<file path="config.mk">
export PLATFORM = sky130hd
export DESIGN_NAME = digitizer_word_unpacker
export DESIGN_NICKNAME = d
export VERILOG_FILES = /design/src/hw/rtl/dwu_pkg.sv /design/src/hw/rtl/digitizer_word_unpacker.sv /design/src/hw/rtl/dwu_frag_decode.sv /design/src/hw/rtl/dwu_res_fifo.sv
export VERILOG_INCLUDE_DIRS = /design/src /design/src/hw/rtl
export SDC_FILE = /design/constraint.sdc
export NUM_CORES = 2
export LEC_CHECK = 0
export ABC_AREA = 1
export BUFFER_PORTS_ARGS = -buffer_cell sky130_fd_sc_hd__buf_2
export CAP_MARGIN = 20
export CELL_PAD_IN_SITES_DETAIL_PLACEMENT = 0
export CELL_PAD_IN_SITES_GLOBAL_PLACEMENT = 1
export CORE_MARGIN = 10
export CORE_UTILIZATION = 40
export DETAILED_ROUTE_END_ITERATION = 6
export GPL_TIMING_DRIVEN = 0
export PLACE_DENSITY_LB_ADDON = 0.1
export SLEW_MARGIN = 10
export SYNTH_ARGS = -nofsm -noshare
export SYNTH_HDL_FRONTEND = slang
export SYNTH_SLANG_ARGS = --single-unit
</file>
<file path="constraint.sdc">
create_clock -name clk_i -period 8.6 [get_ports clk_i]
set_input_delay 0.86 -clock clk_i [delete_from_list [all_inputs] [get_ports clk_i]]
set_output_delay 0.86 -clock clk_i [all_outputs]
set_load 0.01 [all_outputs]
</file>
<file path="src/hw/rtl/digitizer_word_unpacker_assert.svh">
// Assertion macros for the digitizer word unpacker.
`ifndef DIGITIZER_WORD_UNPACKER_ASSERT_SVH
`define DIGITIZER_WORD_UNPACKER_ASSERT_SVH

// Same-cycle implication, sampled on the rising clock edge.
`define DWU_ASSERT_IMPL(label, clk, rst_n, ante, cons) \
  label: assert property (@(posedge clk) disable iff (!rst_n) (ante) |-> (cons)) \
    else $error("%m: implication violated");

// Implication that must hold on the following clock edge.
`define DWU_ASSERT_NEXT(label, clk, rst_n, ante, cons) \
  label: assert property (@(posedge clk) disable iff (!rst_n) (ante) |=> (cons)) \
    else $error("%m: next-cycle implication violated");

`endif

</file>
<file path="src/hw/rtl/dwu_pkg.sv">
`default_nettype none

package dwu_pkg;

  localparam int unsigned WordW    = 32;
  localparam int unsigned ValueW   = 28;
  localparam int unsigned Field24W = 24;
  localparam int unsigned Field29W = 29;
  localparam int unsigned TdataW   = 256;

  localparam logic [Field29W-1:0] NotSeen = {Field29W{1'b1}};

  typedef enum logic [3:0] {
    WT_WAVEFORM = 4'h0,
    WT_TRAPEZE  = 4'h1,
    WT_CFD      = 4'h4,
    WT_CHARGE   = 4'h5,
    WT_HEADER   = 4'h8,
    WT_EXTRAS   = 4'ha,
    WT_TRIG_PAT = 4'hb,
    WT_CHANNEL  = 4'hc,
    WT_TRAILER  = 4'he
  } word_type_e;

  typedef enum logic [3:0] {
    EX_TS_LOW   = 4'h0,
    EX_TS_HIGH  = 4'h1,
    EX_LIVE     = 4'h2,
    EX_TRIG_REQ = 4'h4,
    EX_TRIG_ACC = 4'h5
  } extras_sub_e;

  typedef enum logic [1:0] {
    KIND_WAVE  = 2'd0,
    KIND_FRAG  = 2'd1,
    KIND_ERROR = 2'd2
  } result_kind_e;

  typedef struct packed {
    logic [Field24W-1:0] event_id;
    logic [Field29W-1:0] address;
    logic [Field24W-1:0] cfd;
    logic [Field29W-1:0] charge;
    logic [Field24W-1:0] ts_low;
    logic [Field24W-1:0] ts_high;
    logic [Field24W-1:0] live;
    logic [Field24W-1:0] trig_req;
    logic [Field24W-1:0] trig_acc;
  } frag_t;

  typedef struct packed {
    logic [1:0]        kind;
    logic              last;
    frag_t             frag;
    logic [ValueW-1:0] sample;
  } result_t;

  function automatic frag_t frag_clear();
    frag_t f;
    f         = '0;
    f.address = NotSeen;
    f.charge  = NotSeen;
    return f;
  endfunction

  function automatic result_t make_result(logic [1:0] kind, frag_t f,
                                          logic [ValueW-1:0] sample);
    result_t r;
    r.kind   = kind;
    r.last   = 1'b0;
    r.frag   = f;
    r.sample = sample;
    return r;
  endfunction

endpackage

`default_nettype wire

</file>
<file path="src/hw/rtl/digitizer_word_unpacker.sv">
// Digitizer word unpacker: takes one 32-bit readout word per transaction
// (tlast marks end of buffer) and returns waveform sample pairs, completed
// channel fragments and format errors on a 256-bit result stream, with
// tuser as the result kind and tlast on the final result of each word.
// A word is taken every cycle while results drain at one per cycle; a word
// that yields two results (a repeated charge or channel word, or a waveform
// word, that also ends the buffer) fills the two-entry result buffer, and
// the next word is held back only when it also yields two results.
// From input transaction to first result the path runs through the input
// register, then decode into the result buffer.
`default_nettype none

module digitizer_word_unpacker (
  input  wire logic         clk_i,
  input  wire logic         rst_ni,
  input  wire logic         s_axis_tvalid,
  output logic              s_axis_tready,
  // [31:0] data_word
  input  wire logic [31:0]  s_axis_tdata,
  input  wire logic         s_axis_tlast,
  output logic              m_axis_tvalid,
  input  wire logic         m_axis_tready,
  // [23:0] event_id, [52:24] channel_address, [76:53] cfd_time,
  // [105:77] charge, [129:106] timestamp_low, [153:130] timestamp_high,
  // [177:154] live_time, [201:178] triggers_requested,
  // [225:202] triggers_accepted, [253:226] sample_pair, [255:254] zero
  output logic [255:0]      m_axis_tdata,
  // [1:0] result_kind
  output logic [1:0]        m_axis_tuser,
  output logic              m_axis_tlast
);
  import dwu_pkg::*;

`include "digitizer_word_unpacker_assert.svh"

  logic              in_valid_q, in_valid_d;
  logic [WordW-1:0]  in_word_q;
  logic              in_eob_q;
  logic              in_take;
  logic              fire;
  result_t           res0, res1, head;
  logic [1:0]        res_cnt;
  logic [1:0]        free;
  logic              out_valid;

  assign fire          = in_valid_q && (res_cnt <= free);
  assign s_axis_tready = !in_valid_q || fire;
  assign in_take       = s_axis_tvalid && s_axis_tready;
  assign in_valid_d    = in_take ? 1'b1 : (fire ? 1'b0 : in_valid_q);

  always_ff @(posedge clk_i or negedge rst_ni) begin
    if (!rst_ni) begin
      in_valid_q <= 1'b0;
    end else begin
      in_valid_q <= in_valid_d;
    end
  end

  always_ff @(posedge clk_i) begin
    if (in_take) begin
      in_word_q <= s_axis_tdata;
      in_eob_q  <= s_axis_tlast;
    end
  end

  dwu_frag_decode u_decode (
    .clk_i     (clk_i),
    .rst_ni    (rst_ni),
    .fire_i    (fire),
    .word_i    (in_word_q),
    .eob_i     (in_eob_q),
    .res0_o    (res0),
    .res1_o    (res1),
    .res_cnt_o (res_cnt)
  );

  dwu_res_fifo u_fifo (
    .clk_i      (clk_i),
    .rst_ni     (rst_ni),
    .push_cnt_i (fire ? res_cnt : 2'd0),
    .res0_i     (res0),
    .res1_i     (res1),
    .pop_i      (m_axis_tready),
    .head_o     (head),
    .valid_o    (out_valid),
    .free_o     (free)
  );

  assign m_axis_tvalid = out_valid;
  assign m_axis_tuser  = head.kind;
  assign m_axis_tlast  = head.last;
  assign m_axis_tdata  = {2'b00,
                          head.sample,
                          head.frag.trig_acc,
                          head.frag.trig_req,
                          head.frag.live,
                          head.frag.ts_high,
                          head.frag.ts_low,
                          head.frag.charge,
                          head.frag.cfd,
                          head.frag.address,
                          head.frag.event_id};

  `DWU_ASSERT_IMPL(a_err_is_last, clk_i, rst_ni,
    m_axis_tvalid && (m_axis_tuser == KIND_ERROR), m_axis_tlast)
  `DWU_ASSERT_IMPL(a_frag_no_sample, clk_i, rst_ni,
    m_axis_tvalid && (m_axis_tuser == KIND_FRAG), m_axis_tdata[253:226] == '0)
  `DWU_ASSERT_IMPL(a_empty_buf_fires, clk_i, rst_ni,
    in_valid_q && (free == 2'd2), fire)
  `DWU_ASSERT_NEXT(a_push_shows, clk_i, rst_ni,
    fire && (res_cnt != 2'd0), m_axis_tvalid)

endmodule

`default_nettype wire

</file>
<file path="src/hw/rtl/dwu_frag_decode.sv">
`default_nettype none

module dwu_frag_decode (
  input  wire logic                     clk_i,
  input  wire logic                     rst_ni,
  input  wire logic                     fire_i,
  input  wire logic [31:0]              word_i,
  input  wire logic                     eob_i,
  output dwu_pkg::result_t              res0_o,
  output dwu_pkg::result_t              res1_o,
  output logic [1:0]                    res_cnt_o
);
  import dwu_pkg::*;

  frag_t               frag_q, frag_d;
  logic [Field24W-1:0] hdr_q, hdr_d;
  logic                disc_q, disc_d;

  logic [3:0]          wtype;
  logic [3:0]          sub;
  logic [ValueW-1:0]   value;
  logic [Field24W-1:0] low24;
  logic                err;
  logic [1:0]          n;
  result_t             r0, r1;

  assign wtype = word_i[31:28];
  assign sub   = word_i[27:24];
  assign value = word_i[ValueW-1:0];
  assign low24 = word_i[Field24W-1:0];

  always_comb begin
    frag_d = frag_q;
    hdr_d  = hdr_q;
    disc_d = disc_q;
    r0     = '0;
    r1     = '0;
    n      = 2'd0;
    err    = 1'b0;
    if (disc_q) begin
      if (eob_i) begin
        frag_d = frag_clear();
        hdr_d  = '0;
        disc_d = 1'b0;
      end
    end else begin
      case (wtype)
        WT_WAVEFORM: begin
          r0 = make_result(KIND_WAVE, frag_q, value);
          n  = 2'd1;
        end
        WT_CFD: begin
          frag_d.cfd = low24;
        end
        WT_CHARGE: begin
          if (frag_q.charge != NotSeen) begin
            r0              = make_result(KIND_FRAG, frag_q, '0);
            n               = 2'd1;
            frag_d          = frag_clear();
            frag_d.event_id = hdr_q;
          end
          frag_d.charge = {1'b0, value};
        end
        WT_HEADER: begin
          frag_d.event_id = low24;
          hdr_d           = low24;
        end
        WT_EXTRAS: begin
          case (sub)
            EX_TS_LOW:   frag_d.ts_low   = low24;
            EX_TS_HIGH:  frag_d.ts_high  = low24;
            EX_LIVE:     frag_d.live     = low24;
            EX_TRIG_REQ: frag_d.trig_req = low24;
            EX_TRIG_ACC: frag_d.trig_acc = low24;
            default: ;
          endcase
        end
        WT_CHANNEL: begin
          if (frag_q.address != NotSeen) begin
            r0              = make_result(KIND_FRAG, frag_q, '0);
            n               = 2'd1;
            frag_d          = frag_clear();
            frag_d.event_id = hdr_q;
          end
          frag_d.address = {1'b0, value};
        end
        WT_TRAPEZE, WT_TRIG_PAT, WT_TRAILER: ;
        default: begin
          err     = 1'b1;
          r0      = '0;
          r0.kind = KIND_ERROR;
          n       = 2'd1;
          frag_d  = frag_clear();
          if (eob_i) begin
            hdr_d  = '0;
            disc_d = 1'b0;
          end else begin
            disc_d = 1'b1;
          end
        end
      endcase
      if (!err && eob_i) begin
        if (n == 2'd0) begin
          r0 = make_result(KIND_FRAG, frag_d, '0);
        end else begin
          r1 = make_result(KIND_FRAG, frag_d, '0);
        end
        n      = n + 2'd1;
        frag_d = frag_clear();
        hdr_d  = '0;
        disc_d = 1'b0;
      end
    end
    if (n == 2'd1) begin
      r0.last = 1'b1;
    end
    if (n == 2'd2) begin
      r1.last = 1'b1;
    end
  end

  assign res0_o    = r0;
  assign res1_o    = r1;
  assign res_cnt_o = n;

  always_ff @(posedge clk_i or negedge rst_ni) begin
    if (!rst_ni) begin
      frag_q <= frag_clear();
      hdr_q  <= '0;
      disc_q <= 1'b0;
    end else if (fire_i) begin
      frag_q <= frag_d;
      hdr_q  <= hdr_d;
      disc_q <= disc_d;
    end
  end

endmodule

`default_nettype wire

</file>
<file path="src/hw/rtl/dwu_res_fifo.sv">
`default_nettype none

module dwu_res_fifo (
  input  wire logic             clk_i,
  input  wire logic             rst_ni,
  input  wire logic [1:0]       push_cnt_i,
  input  wire dwu_pkg::result_t res0_i,
  input  wire dwu_pkg::result_t res1_i,
  input  wire logic             pop_i,
  output dwu_pkg::result_t      head_o,
  output logic                  valid_o,
  output logic [1:0]            free_o
);
  import dwu_pkg::*;

  result_t    ent_q [2];
  result_t    ent_d [2];
  logic [1:0] count_q, count_d;
  logic [1:0] cnt_pop;
  logic       pop;

  assign pop     = pop_i && (count_q != 2'd0);
  assign cnt_pop = count_q - {1'b0, pop};
  assign free_o  = 2'd2 - cnt_pop;
  assign valid_o = count_q != 2'd0;
  assign head_o  = ent_q[0];

  always_comb begin
    ent_d[0] = ent_q[0];
    ent_d[1] = ent_q[1];
    if (pop) begin
      ent_d[0] = ent_q[1];
    end
    if (push_cnt_i != 2'd0) begin
      ent_d[cnt_pop[0]] = res0_i;
    end
    if (push_cnt_i == 2'd2) begin
      ent_d[1] = res1_i;
    end
    count_d = cnt_pop + push_cnt_i;
  end

  always_ff @(posedge clk_i or negedge rst_ni) begin
    if (!rst_ni) begin
      count_q <= 2'd0;
    end else begin
      count_q <= count_d;
    end
  end

  always_ff @(posedge clk_i) begin
    ent_q[0] <= ent_d[0];
    ent_q[1] <= ent_d[1];
  end

endmodule

`default_nettype wire
</file>
==> results_dict.tcl <==
set metrics [dict create \
    crit_slowest_cell "clkbuf_1" \
    clkLatencyLatePin_ns 0.72 \
    die_area_sq_um 128000 \
    grt_pass1_wl_microns 287000 \
    cp-start-kind "flip-flop" \
    cts_hold_buf 0 \
    yosys_most_used_dff "dfxtp_1" \
    ys_seq_area_share_pct 43.9 \
    post-place-ws_ns 0.486 \
    dp_hpwl_microns 143000 \
    grt_max_degree 94 \
    multi_input_area_sq_um 20400 \
    ir_worst_vdd_v 0.000328 \
    layout.cells.most_common_list "nand2_1 (2096), nand3_1 (655), o21ai_0 (434)" \
    ys_ff_latch 801 \
    worst-setup-path-type "flip-flop to flip-flop" \
    maxCapViolations 0 \
    rrSetupSlack_ns 0.49 \
    max-clock-path-buffers 3 \
    worst_r2r_endpoint "u_fifo.ent_q[0][372]" \
    yosys_warnings 0 \
    async_flop_share_pct 31.7 \
    cpMostUsedCell "clkbuf_1" \
    final-seq-area_sq_um 20000 \
    grtUsageTotal_pct 29.8 \
    antenna_found_initial 8 \
    drv_slew 0 \
    initial_core_util_pct 40.4 \
    syn_inst 6373 \
    layout-drive-gt1-share_pct 14.1 \
    nNetsFinal 6821 \
    cts_setup_buffers 0 \
    grt_pass1_vias 42323 \
    drtPass1Iterations 7 \
    place_inst 8181 \
    netlist_area_sq_um 45500 \
    drc 1 \
    dr.first_iter.drc_count 5792 \
    failed_checks "design-rule violations" \
    crit_arrival_ns 8.45 \
    nFillCells 11734 \
    min_period_ns 8.11 \
    rows 123 \
    cp-endpoint "u_fifo.ent_q[0][372]" \
    p_leak_nw 23.4 \
    cp_max_fo 93 \
    worst_slew_pin_slew_ns 1.15 \
    grt_overflow 0 \
    layout_commonest_cell "nand2_1" \
    numCtsBuffers 95 \
    timing.fmax_mhz 123 \
    cts-resized-gates 0 \
    setup_viol 0 \
    rsz0062_at_grt "false" \
    startpoint "u_fifo.count_q[1]" \
    cts_tree "yes" \
    clk_pin_slew_ns 0.07 \
    via_per_inst 5.56 \
    skew_ns 0.0380 \
    detail_route.wl_per_cell_microns 23.7 \
    syn_avg_cell_area_sq_um 7.14 \
    total_power_mw 25.2 \
    pin_count 298 \
    max_stage_delay_ns 0.81 \
    die_h_microns 357 \
    io_buffers 295 \
    p_per_area_nw_per_um2 482 \
    fin_cells 8368 \
    cts_root_buf "clkbuf_16" \
    path_cells "or2_2 > nand2_1 > clkinv_1 > clkbuf_1 > clkbuf_1 > ha_1 > xnor2_1 > xor2_1 > ha_1 > inv_1 > nor2_1 > o21ai_0 > nand2_1 > nor2_1 > inv_1 > nor2_2 > inv_2 > clkbuf_1 > clkbuf_1 > nand2_8 > buf_16 > buf_16" \
    vias 46562 \
    cp_data_required_time_ns 8.94 \
    r2r-start "u_fifo.count_q[1]" \
    syn_to_final_growth_pct 15.0 \
    outcome "complete, but fails checks" \
    synth-edff-count 261 \
    slew_headroom_pct 23.4 \
    clock-sinks 801 \
    core_sq_um 113000 \
    fin_crit_sh_pct 94.3 \
    fp.dieW_microns 357 \
    hold_viol 0 \
    htree_levels 3 \
    reg2regPathDepth 22 \
    crit_path_end_kind "flip-flop" \
    gp_congestion 0.945 \
    ys_types 42 \
    setup_slack_ns 0.493 \
    fin_tns_setup_ns 0 \
    ant_nets 0 \
    wl_microns 198000 \
    hold_path.class "input pin to asynchronous set/reset pin" \
]
## routing by layer
layer / track usage, % / share of wire, % / up-vias / wire length [microns]
met3: 7.12 / 10 / 389 / 20100
met1: 42.9 / 44 / 22054 / 88100
met5: 0 / 0 / - / 0
met2: 42.3 / 41 / 2255 / 80900
li1: - / - / 21864 / -
met4: 12.5 / 4.7 / 0 / 9370
## worst min path at each step
stage	start	endpoint	slack, ns	depth (start not counted)
2_1_floorplan	u_fifo.ent_q[0][259]	u_fifo.ent_q[0][2]	0.46	2
3_3_place_gp	u_fifo.ent_q[0][264]	u_fifo.ent_q[0][7]	0.47	2
3_5_place_dp	u_fifo.ent_q[0][272]	u_fifo.ent_q[0][15]	0.47	2
4_1_cts	rst_ni	u_decode.frag_q[42]	0.17	1
5_1_grt	rst_ni	u_decode.frag_q[42]	0.19	1
6_report	rst_ni	u_decode.frag_q[42]	0.14	1
## cell usage after synthesis, types with 2 or more instances
cell       number  share of area (%)
inv_1         260                2.1
dfstp_2        58                3.4
nor2_1        371                3.1
a31oi_1        29               0.40
a21oi_1       393                4.3
or2_2           3              0.041
nor3_2          2              0.044
inv_2          10              0.083
clkinv_1        3              0.025
edfxtp_1      261                 17
nand4_1       182                2.5
a22oi_1         2              0.033
buf_4         271                4.5
nand3_2         2              0.044
dfxtp_1       286                 13
o21ai_1       133                1.5
buf_2         118                1.3
buf_1          28               0.23
o211ai_1        2              0.033
nor2_4          7               0.17
nand3_1       655                7.2
clkbuf_1      353                2.9
o21ai_0       434                4.8
buf_6           4              0.099
xor2_1          3              0.058
nand2_1      2097                 17
dfrtp_1       196                 11
o22ai_1       133                1.8
ha_1            5               0.14
nor2_2          2              0.028
nand2_2         9               0.12
a2bb2oi_1      51               0.98
## final cells by class
type / instances / share of cell area (%)
multi-input combinational: 4525 / 39.0
sequential: 801 / 38.2
buffer: 774 / 7.90
clock buffer: 155 / 5.70
tap: 1500 / 3.59
timing repair buffer: 308 / 3.34
inverter: 274 / 1.97
clock inverter: 25 / 0.304
antenna: 6 / 0.0287
## flip-flops by register name (all words and copies together) (netlist names)
name	cells
in_word_q	32
u_decode.disc_q	1
u_fifo.count_q	2
u_decode.hdr_q	24
in_valid_q	1
u_fifo.ent_q	514
in_eob_q	1
u_decode.frag_q	226
## report_power, final
group          leakage, nW  internal, mW  switching [mW]
combinational         13.6          4.11            10.0
sequential            8.26          5.71            1.26
clock                 1.53          2.39            1.74
## worst max-delay path, delay by kind of cell, from the launching register on
family                   cells  cell delay [ns]
XOR/XNOR                     2             0.41
adder cells (fa/ha/maj)      2             0.63
buffers and inverters       10             4.03
AND/OR/NAND/NOR              7             2.00
AO/OA/AOI/OAI                1             0.09
flip-flops                   1             0.40
## kinds of logic (layout without fill, tap and decap cells)
| kind of cell | after synthesis | in the layout | share of synthesized area [%] |
|---|---|---|---|
| AND/OR/NAND/NOR | 3333 | 3333 | 30.6 |
| AO/OA/AOI/OAI | 1180 | 1180 | 13.9 |
| buffers and inverters | 1048 | 1536 | 11.3 |
| flip-flops | 801 | 801 | 43.9 |
| adder cells (fa/ha/maj) | 5 | 5 | 0.138 |
| XOR/XNOR | 4 | 4 | 0.0770 |
| other | 1 | 8 | 0.00824 |
| multiplexers | 1 | 1 | 0.0220 |
## stage by stage
stage	cell area (sq um)	util, %	hold slack, ns
final	52300	46.5	0.142
after global routing	52300	46.4	0.188
after floorplan	45500	-	0.458
after detailed placement	49200	43.6	0.472
after global placement	48800	43.4	0.470
after CTS	52300	46.4	0.167
No activity file was read; power rests on OpenSTA's default activity.
